### config.mk
export PLATFORM = sky130hd
export DESIGN_NAME = assembly_line_to_instruction_word
export DESIGN_NICKNAME = d
export VERILOG_FILES = /design/src/sv/alti_pkg.sv /design/src/sv/alti_front.sv /design/src/sv/alti_back.sv /design/src/sv/assembly_line_to_instruction_word.sv
export SDC_FILE = /design/constraint.sdc
export NUM_CORES = 1
export LEC_CHECK = 0
export ABC_CLOCK_PERIOD_IN_PS = 5200
export BUFFER_PORTS_ARGS = -buffer_cell sky130_fd_sc_hd__buf_2
export CAP_MARGIN = 10
export CORE_UTILIZATION = 57
export CTS_BUF_LIST = sky130_fd_sc_hd__clkbuf_16
export CTS_CLUSTER_DIAMETER = 200
export DETAILED_ROUTE_END_ITERATION = 10
export GPL_ROUTABILITY_DRIVEN = 0
export PLACE_DENSITY = 0.81
export SYNTH_ARGS = -nofsm -noshare
export SYNTH_HDL_FRONTEND = slang
export SYNTH_SLANG_ARGS = --single-unit
### constraint.sdc
create_clock -name clk -period 5.2 [get_ports clk]
set_clock_uncertainty 0.15 [all_clocks]
set_input_delay 0 -clock clk [delete_from_list [all_inputs] [get_ports clk]]
set_output_delay 0 -clock clk [all_outputs]
set_load 0.01 [all_outputs]
### src/sv/alti_pkg.sv
package alti_pkg;

	// classified character as it travels from front to back
	typedef enum logic [1:0] {
		KIND_CHAR  = 2'd0,
		KIND_SPACE = 2'd1,
		KIND_END   = 2'd2
	} item_kind_t;

	typedef struct packed {
		item_kind_t kind;
		logic [7:0] ch;
	} item_t;

	// result status codes
	localparam logic [1:0] ST_OK      = 2'd0;
	localparam logic [1:0] ST_UNKNOWN = 2'd1;
	localparam logic [1:0] ST_COUNT   = 2'd2;
	localparam logic [1:0] ST_EMPTY   = 2'd3;

	// character codes
	localparam logic [7:0] CH_SPACE = 8'h20;
	localparam logic [7:0] CH_MINUS = 8'h2d;
	localparam logic [7:0] CH_ZERO  = 8'h30;
	localparam logic [7:0] CH_NINE  = 8'h39;
	localparam logic [7:0] CH_UP_A  = 8'h41;
	localparam logic [7:0] CH_UP_Z  = 8'h5a;
	localparam logic [7:0] CH_NUL   = 8'h00;

	// mnemonics, first character in the low byte
	localparam logic [31:0] MN_ADD  = 32'h0064_6461;
	localparam logic [31:0] MN_SUB  = 32'h0062_7573;
	localparam logic [31:0] MN_LW   = 32'h0000_776c;
	localparam logic [31:0] MN_SW   = 32'h0000_7773;
	localparam logic [31:0] MN_BEQZ = 32'h7a71_6562;
	localparam logic [31:0] MN_ADDI = 32'h6964_6461;

	// encodings
	localparam logic [5:0] FUNCT_ADD = 6'h20;
	localparam logic [5:0] FUNCT_SUB = 6'h22;
	localparam logic [5:0] OPC_LW    = 6'h23;
	localparam logic [5:0] OPC_SW    = 6'h2b;
	localparam logic [5:0] OPC_BEQZ  = 6'h06;
	localparam logic [5:0] OPC_ADDI  = 6'h0c;

endpackage

### src/sv/alti_front.sv
module alti_front (
	input  logic           clk,
	input  logic           arst_n,
	input  logic           push,
	output logic           full,
	input  logic [7:0]     text_char,
	input  logic           line_end,
	output logic           item_valid,
	output alti_pkg::item_t item,
	input  logic           item_take
);
	import alti_pkg::*;

	item_t      fold;
	logic       wr_en;
	logic       rd_en;
	item_t      slot_q [2];
	logic       wr_q;
	logic       rd_q;
	logic [1:0] count_q;

	// fold case and classify
	always_comb begin
		fold.ch   = text_char;
		fold.kind = KIND_CHAR;
		if (text_char >= CH_UP_A && text_char <= CH_UP_Z) begin
			fold.ch = text_char | 8'h20;
		end
		if (line_end) begin
			fold.kind = KIND_END;
		end else if (text_char == CH_SPACE) begin
			fold.kind = KIND_SPACE;
		end
	end

	assign full       = (count_q == 2'd2);
	assign wr_en      = push && !full;
	assign item_valid = (count_q != 2'd0);
	assign rd_en      = item_take && item_valid;
	assign item       = slot_q[rd_q];

	always_ff @(posedge clk) begin
		if (wr_en) begin
			slot_q[wr_q] <= fold;
		end
	end

	always_ff @(posedge clk or negedge arst_n) begin
		if (!arst_n) begin
			wr_q    <= 1'b0;
			rd_q    <= 1'b0;
			count_q <= 2'd0;
		end else begin
			if (wr_en) begin
				wr_q <= ~wr_q;
			end
			if (rd_en) begin
				rd_q <= ~rd_q;
			end
			count_q <= count_q + {1'b0, wr_en} - {1'b0, rd_en};
		end
	end

endmodule

### src/sv/alti_back.sv
module alti_back #(
	parameter int MNEMONIC_CHARS = 4
) (
	input  logic            clk,
	input  logic            arst_n,
	input  logic            item_valid,
	input  alti_pkg::item_t item,
	output logic            item_take,
	output logic            empty,
	input  logic            pop,
	output logic [31:0]     instruction_word,
	output logic [1:0]      status
);
	import alti_pkg::*;

	localparam int MNW   = 8 * MNEMONIC_CHARS;
	localparam int LEN_W = $clog2(MNEMONIC_CHARS + 1);

	typedef enum logic [2:0] {
		MOP_NONE, MOP_ADD, MOP_SUB, MOP_LW, MOP_SW, MOP_BEQZ, MOP_ADDI
	} mop_t;

	// parser state
	logic [MNW-1:0]   mn_q;
	logic [LEN_W-1:0] mn_len_q;
	logic             mn_ovf_q;
	logic [2:0]       tc_q;
	logic             in_tok_q;
	logic [1:0]       cp_q;
	logic [4:0]       reg_q;
	logic             reg_neg_q;
	logic [15:0]      imm_q;
	logic             imm_neg_q;
	logic [15:0]      off_q;
	logic             pfx_q;
	logic [4:0]       base_q;
	logic [4:0]       sr_q [3];
	logic [15:0]      sm_q [3];
	logic [20:0]      sob_q;
	logic             out_valid_q;
	logic [31:0]      word_q;
	logic [1:0]       status_q;

	// next values
	logic [MNW-1:0]   mn_n;
	logic [LEN_W-1:0] mn_len_n;
	logic             mn_ovf_n;
	logic [2:0]       tc_e;
	logic [1:0]       cp_e, cp_n;
	logic [4:0]       reg_e, reg_n;
	logic             reg_neg_e, reg_neg_n;
	logic [15:0]      imm_e, imm_n;
	logic             imm_neg_e, imm_neg_n;
	logic [15:0]      off_e, off_n;
	logic             pfx_e, pfx_n;
	logic [4:0]       base_e, base_n;
	logic [4:0]       sr_n [3];
	logic [15:0]      sm_n [3];
	logic [20:0]      sob_n;
	logic             start, fin, is_digit, take_end;
	logic [7:0]       ch;
	logic [1:0]       slot;
	mop_t             mop;
	logic [2:0]       need;
	logic [31:0]      word_n;
	logic [1:0]       status_n;

	assign ch       = item.ch;
	assign is_digit = (ch >= CH_ZERO) && (ch <= CH_NINE);
	assign empty    = !out_valid_q;
	assign instruction_word = word_q;
	assign status   = status_q;

	// a line end needs the result slot; characters always flow
	assign item_take = item_valid && (item.kind != KIND_END || !out_valid_q || pop);
	assign take_end  = item_take && (item.kind == KIND_END);

	// character step: token start clears the per-token state first
	always_comb begin
		start     = (item.kind == KIND_CHAR) && !in_tok_q;
		tc_e      = (start && tc_q != 3'd7) ? tc_q + 3'd1 : tc_q;
		cp_e      = start ? 2'd0  : cp_q;
		reg_e     = start ? 5'd0  : reg_q;
		reg_neg_e = start ? 1'b0  : reg_neg_q;
		imm_e     = start ? 16'd0 : imm_q;
		imm_neg_e = start ? 1'b0  : imm_neg_q;
		off_e     = start ? 16'd0 : off_q;
		pfx_e     = start ? 1'b1  : pfx_q;
		base_e    = start ? 5'd0  : base_q;

		mn_n     = mn_q;
		mn_len_n = mn_len_q;
		mn_ovf_n = mn_ovf_q;
		if (tc_e == 3'd1 && !mn_ovf_q) begin
			if (ch == CH_NUL || mn_len_q >= LEN_W'(MNEMONIC_CHARS)) begin
				mn_ovf_n = 1'b1;
			end else begin
				for (int i = 0; i < MNEMONIC_CHARS; i++) begin
					if (LEN_W'(i) == mn_len_q) begin
						mn_n[8*i +: 8] = ch;
					end
				end
				mn_len_n = mn_len_q + LEN_W'(1);
			end
		end

		// register operand: first character skipped, arithmetic mod 32
		reg_n     = reg_e;
		reg_neg_n = reg_neg_e;
		if (cp_e == 2'd1 && ch == CH_MINUS) begin
			reg_neg_n = 1'b1;
		end else if (cp_e != 2'd0) begin
			reg_n = reg_e * 5'd10 + ch[4:0] - 5'd16;
		end

		imm_n     = imm_e;
		imm_neg_n = imm_neg_e;
		if (cp_e == 2'd0 && ch == CH_MINUS) begin
			imm_neg_n = 1'b1;
		end else begin
			imm_n = imm_e * 16'd10 + {8'd0, ch} - 16'd48;
		end

		// off(base): leading digits are the offset, later digits the base
		off_n  = off_e;
		pfx_n  = pfx_e;
		base_n = base_e;
		if (pfx_e) begin
			if (is_digit) begin
				off_n = off_e * 16'd10 + {8'd0, ch} - 16'd48;
			end else begin
				pfx_n = 1'b0;
			end
		end else if (is_digit) begin
			base_n = base_e * 5'd10 + ch[4:0] - 5'd16;
		end

		cp_n = (cp_e == 2'd2) ? 2'd2 : cp_e + 2'd1;
	end

	// token close: save operands of tokens two to four
	always_comb begin
		fin   = in_tok_q && (item.kind == KIND_SPACE || item.kind == KIND_END);
		slot  = 2'(tc_q - 3'd2);
		sr_n  = sr_q;
		sm_n  = sm_q;
		sob_n = sob_q;
		if (fin && tc_q >= 3'd2 && tc_q <= 3'd4) begin
			sr_n[slot] = reg_neg_q ? 5'd0 - reg_q : reg_q;
			sm_n[slot] = imm_neg_q ? 16'd0 - imm_q : imm_q;
			if (tc_q == 3'd3) begin
				sob_n = {off_q, base_q};
			end
		end
	end

	// decode and encode at line end
	always_comb begin
		mop  = MOP_NONE;
		need = 3'd0;
		if (mn_q == MNW'(MN_ADD)) begin
			mop = MOP_ADD;  need = 3'd4;
		end else if (mn_q == MNW'(MN_SUB)) begin
			mop = MOP_SUB;  need = 3'd4;
		end else if (mn_q == MNW'(MN_LW)) begin
			mop = MOP_LW;   need = 3'd3;
		end else if (mn_q == MNW'(MN_SW)) begin
			mop = MOP_SW;   need = 3'd3;
		end else if (mn_q == MNW'(MN_BEQZ)) begin
			mop = MOP_BEQZ; need = 3'd3;
		end else if (mn_q == MNW'(MN_ADDI)) begin
			mop = MOP_ADDI; need = 3'd4;
		end

		priority if (tc_q == 3'd0) begin
			status_n = ST_EMPTY;
		end else if (mn_ovf_q || mop == MOP_NONE) begin
			status_n = ST_UNKNOWN;
		end else if (tc_q != need) begin
			status_n = ST_COUNT;
		end else begin
			status_n = ST_OK;
		end

		word_n = 32'd0;
		if (status_n == ST_OK) begin
			unique case (mop)
				MOP_ADD:  word_n = {6'd0, sr_n[1], sr_n[2], sr_n[0], 5'd0, FUNCT_ADD};
				MOP_SUB:  word_n = {6'd0, sr_n[1], sr_n[2], sr_n[0], 5'd0, FUNCT_SUB};
				MOP_LW:   word_n = {OPC_LW, sob_n[4:0], sr_n[0], sob_n[20:5]};
				MOP_SW:   word_n = {OPC_SW, sob_n[4:0], sr_n[0], sob_n[20:5]};
				MOP_BEQZ: word_n = {OPC_BEQZ, sr_n[0], 5'd0, sm_n[1]};
				MOP_ADDI: word_n = {OPC_ADDI, sr_n[1], sr_n[0], sm_n[2]};
				default:  word_n = 32'd0;
			endcase
		end
	end

	always_ff @(posedge clk) begin
		if (take_end) begin
			word_q   <= word_n;
			status_q <= status_n;
		end
	end

	always_ff @(posedge clk or negedge arst_n) begin
		if (!arst_n) begin
			mn_q        <= '0;
			mn_len_q    <= '0;
			mn_ovf_q    <= 1'b0;
			tc_q        <= 3'd0;
			in_tok_q    <= 1'b0;
			cp_q        <= 2'd0;
			reg_q       <= 5'd0;
			reg_neg_q   <= 1'b0;
			imm_q       <= 16'd0;
			imm_neg_q   <= 1'b0;
			off_q       <= 16'd0;
			pfx_q       <= 1'b1;
			base_q      <= 5'd0;
			sr_q        <= '{default: '0};
			sm_q        <= '{default: '0};
			sob_q       <= 21'd0;
			out_valid_q <= 1'b0;
		end else begin
			if (pop && out_valid_q) begin
				out_valid_q <= 1'b0;
			end
			if (item_take) begin
				unique case (item.kind)
					KIND_CHAR: begin
						in_tok_q  <= 1'b1;
						tc_q      <= tc_e;
						mn_q      <= mn_n;
						mn_len_q  <= mn_len_n;
						mn_ovf_q  <= mn_ovf_n;
						cp_q      <= cp_n;
						reg_q     <= reg_n;
						reg_neg_q <= reg_neg_n;
						imm_q     <= imm_n;
						imm_neg_q <= imm_neg_n;
						off_q     <= off_n;
						pfx_q     <= pfx_n;
						base_q    <= base_n;
					end
					KIND_SPACE: begin
						in_tok_q <= 1'b0;
						sr_q     <= sr_n;
						sm_q     <= sm_n;
						sob_q    <= sob_n;
					end
					KIND_END: begin
						out_valid_q <= 1'b1;
						mn_q        <= '0;
						mn_len_q    <= '0;
						mn_ovf_q    <= 1'b0;
						tc_q        <= 3'd0;
						in_tok_q    <= 1'b0;
						cp_q        <= 2'd0;
						reg_q       <= 5'd0;
						reg_neg_q   <= 1'b0;
						imm_q       <= 16'd0;
						imm_neg_q   <= 1'b0;
						off_q       <= 16'd0;
						pfx_q       <= 1'b1;
						base_q      <= 5'd0;
						sr_q        <= '{default: '0};
						sm_q        <= '{default: '0};
						sob_q       <= 21'd0;
					end
					default: begin
						in_tok_q <= in_tok_q;
					end
				endcase
			end
		end
	end

endmodule

### src/sv/assembly_line_to_instruction_word.sv
// Line assembler for add, sub, lw, sw, beqz and addi.
// Input channel (push/full): one transaction per character of a text line,
// text_char with line_end low; a transaction with line_end high closes the
// line (text_char is then ignored). Upper case folds to lower, spaces split
// tokens, lw/sw take an off(base) operand.
// Result channel (empty/pop): one transaction per closed line, carrying the
// 32-bit instruction_word and status (0 ok, 1 unknown mnemonic, 2 wrong
// operand count, 3 empty line); the word is zero unless status is ok.
// Throughput: one character per cycle, sustained. The front stage folds and
// classifies each character into a two-entry queue; the back stage parses
// one queued entry per cycle with parallel multiply-by-ten accumulates.
// Line end path: a line end accepted into the queue is taken by the back stage
// once the result register is free or being popped, and empty then goes low.
// Stall: the result register holds one line. While it is not popped, the back
// stage still parses characters of the next line and stops only at the next
// line end; that line end waits in the queue and full rises after one more
// transaction.
// Reset (arst_n low, asynchronous): queue emptied, parser cleared, no result.
module assembly_line_to_instruction_word #(
	parameter int MNEMONIC_CHARS = 4
) (
	input  logic        clk,
	input  logic        arst_n,
	input  logic        push,
	output logic        full,
	input  logic [7:0]  text_char,
	input  logic        line_end,
	output logic        empty,
	input  logic        pop,
	output logic [31:0] instruction_word,
	output logic [1:0]  status
);
	import alti_pkg::*;

	logic  item_valid;
	logic  item_take;
	item_t item;

	alti_front u_front (
		.clk        (clk),
		.arst_n     (arst_n),
		.push       (push),
		.full       (full),
		.text_char  (text_char),
		.line_end   (line_end),
		.item_valid (item_valid),
		.item       (item),
		.item_take  (item_take)
	);

	alti_back #(
		.MNEMONIC_CHARS (MNEMONIC_CHARS)
	) u_back (
		.clk              (clk),
		.arst_n           (arst_n),
		.item_valid       (item_valid),
		.item             (item),
		.item_take        (item_take),
		.empty            (empty),
		.pop              (pop),
		.instruction_word (instruction_word),
		.status           (status)
	);

	// any failing status carries a zero word
	a_err_word_zero: assert property (@(posedge clk) disable iff (!arst_n)
		(!empty && status != ST_OK) |-> (instruction_word == 32'd0))
		else $error("nonzero word with failing status");

	// a full queue always has a head entry for the back stage
	a_full_has_head: assert property (@(posedge clk) disable iff (!arst_n)
		full |-> item_valid)
		else $error("queue full without a head entry");

	// a consumed line end always yields a visible result
	a_end_gives_result: assert property (@(posedge clk) disable iff (!arst_n)
		(item_take && item.kind == KIND_END) |=> !empty)
		else $error("line end consumed without a result");

	// the back stage never takes a line end into an occupied, unpopped slot
	a_no_overwrite: assert property (@(posedge clk) disable iff (!arst_n)
		(item_take && item.kind == KIND_END) |-> (empty || pop))
		else $error("result overwritten before pop");

endmodule
==> run summary <==
outcome - finished clean
Core Box Area - 0.0246 sq mm
P&R area growth vs syn - 8.22%
vias per cell - 6.19
Synthesized Nets - 1655
Crit. Startpoint - u_front.rd_q$_DFFE_PN0P_
Final period util - 0.936
# rows - 57
mapped cell area - 0.0144 sq mm
Max Root-Sink Buffers - 3
total clock sinks - 212
r2r setup slk - 0.33 ns
fin crit period - 4.87 ns
max_slew headroom - 0.303
Worst Path Max Fanout - 6
DIE AREA - 0.0260 sq mm
Final Hold Vio Count - 0
Final TNS setup - 0 ns
die width - 161 microns
Post-synth EDFFs - 52
GRT Total Usage - 0.275
ANT cells - 0
fin. max-slew vios - 0
starting DRC count in detailed routing - 1062
Syn Inst Count - 1534
Port Buf Inserts - 47
H-Tree Level Count - 1
initial antenna violation count - 0
Final ANT Viol Nets - 0
yosys warns - 0
Starting Density - 0.587
Startpoint Class - register
final setup violation count - 0
WS Path Type - register to register
Max Freq - 0.205 GHz
Slew @ Worst Pin - 1.04 ns
crit path DAT - 5.08 ns
latest clock arrival within the worst-skew pair - 0.52 ns
largest net degree at the start of global routing - 102
number of global-route vias before repair - 11036
Syn Area/Cell - 9.42 sq um
distinct cell type count after synthesis - 104
Setup crit end kind - register
worst setup path endpoint - u_back.off_q[11]$_DFFE_PN0P_
Worst-path clk slew - 0.06 ns
# IOs - 49
WL per Instance - 18.7 microns
final WL - 35300 microns
type of the most critical hold path - input port to asynchronous set/reset pin
CTS Buf Count - 22
# DRC - 0
clk root buf - clkbuf_16
async set or reset register ratio after synthesis - 0.755
RR Endpoint - u_back.off_q[11]$_DFFE_PN0P_
max cap viols - 0
die height - 161 microns
grt total ovfl - 0
placed wire-length estimate - 25200 microns
DR vias - 11712
worst r2r src - u_front.rd_q$_DFFE_PN0P_
TritonCTS clock tree - yes
Initial DRT Pass Iterations - 5
share of cells above drive strength 1 - 0.128
synthesized flop and latch total - 212
fin nets - 1673
reg2reg path depth - 19
post-synthesis sequential area ratio - 0.385
WP data required - 5.41 ns
first-pass GRT wire length - 57700 microns
RSZ-0062 raised after global routing - false
post-CTS setup buffer count - 0
top_reg_cell synth - dfrtp_1
-- layer usage --
layer	vias up	wire length, microns	track usage
li1	5517	-	-
met1	5631	15600	0.394
met2	471	15700	0.425
met3	93	2600	0.0316
met4	0	1490	0.112
met5	-	0	0
-- cells in the mapped netlist, types with 24 or more instances --
master    count  share of area
xnor2_1      54          0.033
xor2_1       32          0.019
dfrtp_1     159           0.28
and2_1       29          0.013
o21ai_0     116          0.040
clkbuf_1     50          0.013
a21oi_1      80          0.028
inv_1        79          0.021
ha_1        102          0.088
a22oi_1      24          0.012
edfxtp_1     52           0.11
mux2_2       26          0.020
nor2_1      119          0.031
nand2_1     178          0.046
mux2i_1      27          0.019
-- registers in the layout, summed over array words and instances, names as in the netlist, 3 cells and up --
| signal | cells |
|---|---|
| u_back.mn_len_q | 3 |
| u_back.sob_q | 21 |
| u_back.mn_q | 32 |
| u_front.slot_q | 20 |
| u_back.base_q | 5 |
| u_back.imm_q | 16 |
| u_back.off_q | 16 |
| u_back.sm_q | 32 |
| u_back.reg_q | 5 |
| u_back.instruction_word | 30 |
| u_back.tc_q | 3 |
| u_back.sr_q | 15 |
-- area by class of cell --
class	instances	area [sq um]
fillers	1944	8970
inverters	80	300
repair buffers	77	497
clock inverters	16	149
multi-input cells	1159	8120
clock buffers	24	601
well taps	324	405
flip-flops and latches	212	5570
-- worst min-delay path by stage --
| stage | cells after the start | from | slack (ns) | end |
|---|---|---|---|---|
| floorplan | 0 | arst_n | -0.45 | u_back.base_q[0]$_DFFE_PN0P_ |
| global placement | 1 | arst_n | 0.03 | u_back.mn_q[26]$_DFFE_PN0P_ |
| detailed placement | 1 | arst_n | 0.03 | u_back.mn_q[26]$_DFFE_PN0P_ |
| CTS | 2 | arst_n | 0.07 | u_back.sob_q[3]$_DFFE_PN0P_ |
| global route | 2 | line_end | 0.08 | u_front.slot_q[0][9]$_DFFE_PP_ |
| finish | 2 | arst_n | 0.02 | u_back.mn_q[31]$_DFFE_PN0P_ |
-- critical path, stage by stage, from the launching register on --
cell       delay [ns]
dfrtp_1          0.42
mux2i_2          0.31
ha_1             0.30
nor2b_1          0.25
buf_4            0.18
nor2_1           0.05
ha_1             0.22
fa_1             0.43
a21o_1           0.21
a2111oi_2        0.36
xnor2_1          0.24
inv_1            0.09
ha_1             0.34
nand3_1          0.09
o31ai_1          0.34
nor2_1           0.10
xnor2_1          0.13
mux2_2           0.26
a22oi_1          0.15
o21ai_0          0.09
-- kinds of logic after synthesis --
kind of cell | Yosys count | synth area share
mux | 64 | 0.0498
xor+xnor | 86 | 0.0521
compound gates | 415 | 0.197
buf+inv | 163 | 0.0547
fa+ha+maj | 108 | 0.0967
other cells | 1 | 0.000260
flops | 212 | 0.385
simple gates | 485 | 0.164
-- through the flow --
step                      instances  instance area [sq um]  hold slack, ns  worst slack [ns]  utilization
after CTS                      1892                  15600          0.0711             0.229        0.635
after global routing           1892                  15600          0.0813          0.000994        0.635
after global placement         1840                  14700          0.0295             0.415        0.599
final                          1892                  15600          0.0195             0.332        0.635
after detailed placement       1840                  14700          0.0301             0.283        0.599
after floorplan                1534                  14400          -0.446            0.0107            -
-- placed cells by master (no fill, tap or decap), types with 9 or more instances in the layout --
master	instances
or3_1	11
nor2b_1	14
nor2_1	119
a31oi_1	9
inv_1	83
a22o_1	23
a21oi_1	80
xor2_1	32
o21ai_0	116
buf_4	18
nand3_1	14
and3_1	22
ha_1	101
o22ai_1	14
nor3_1	22
a21oi_2	9
nand2b_1	11
a21boi_0	14
clkbuf_16	24
buf_2	46
and2_1	29
o31ai_1	23
dfrtp_1	159
edfxtp_1	52
a21o_1	11
nor2_2	9
mux2_2	26
dlygate4sd3_1	12
a22oi_1	24
nand2_1	177
xnor2_1	53
mux2i_1	26
o31a_1	11
-- what timing repair did --
action | in CTS | in global routing
hold buffers | 12 | 0
resized for setup | 0 | 5
setup endpoints to repair | 0 | 5
endpoints found under the hold margin | 146 | 0
Power is left out: the tool's default activity adds up to more than one toggle a clock period on the data nets, which glitch-free logic cannot reach.
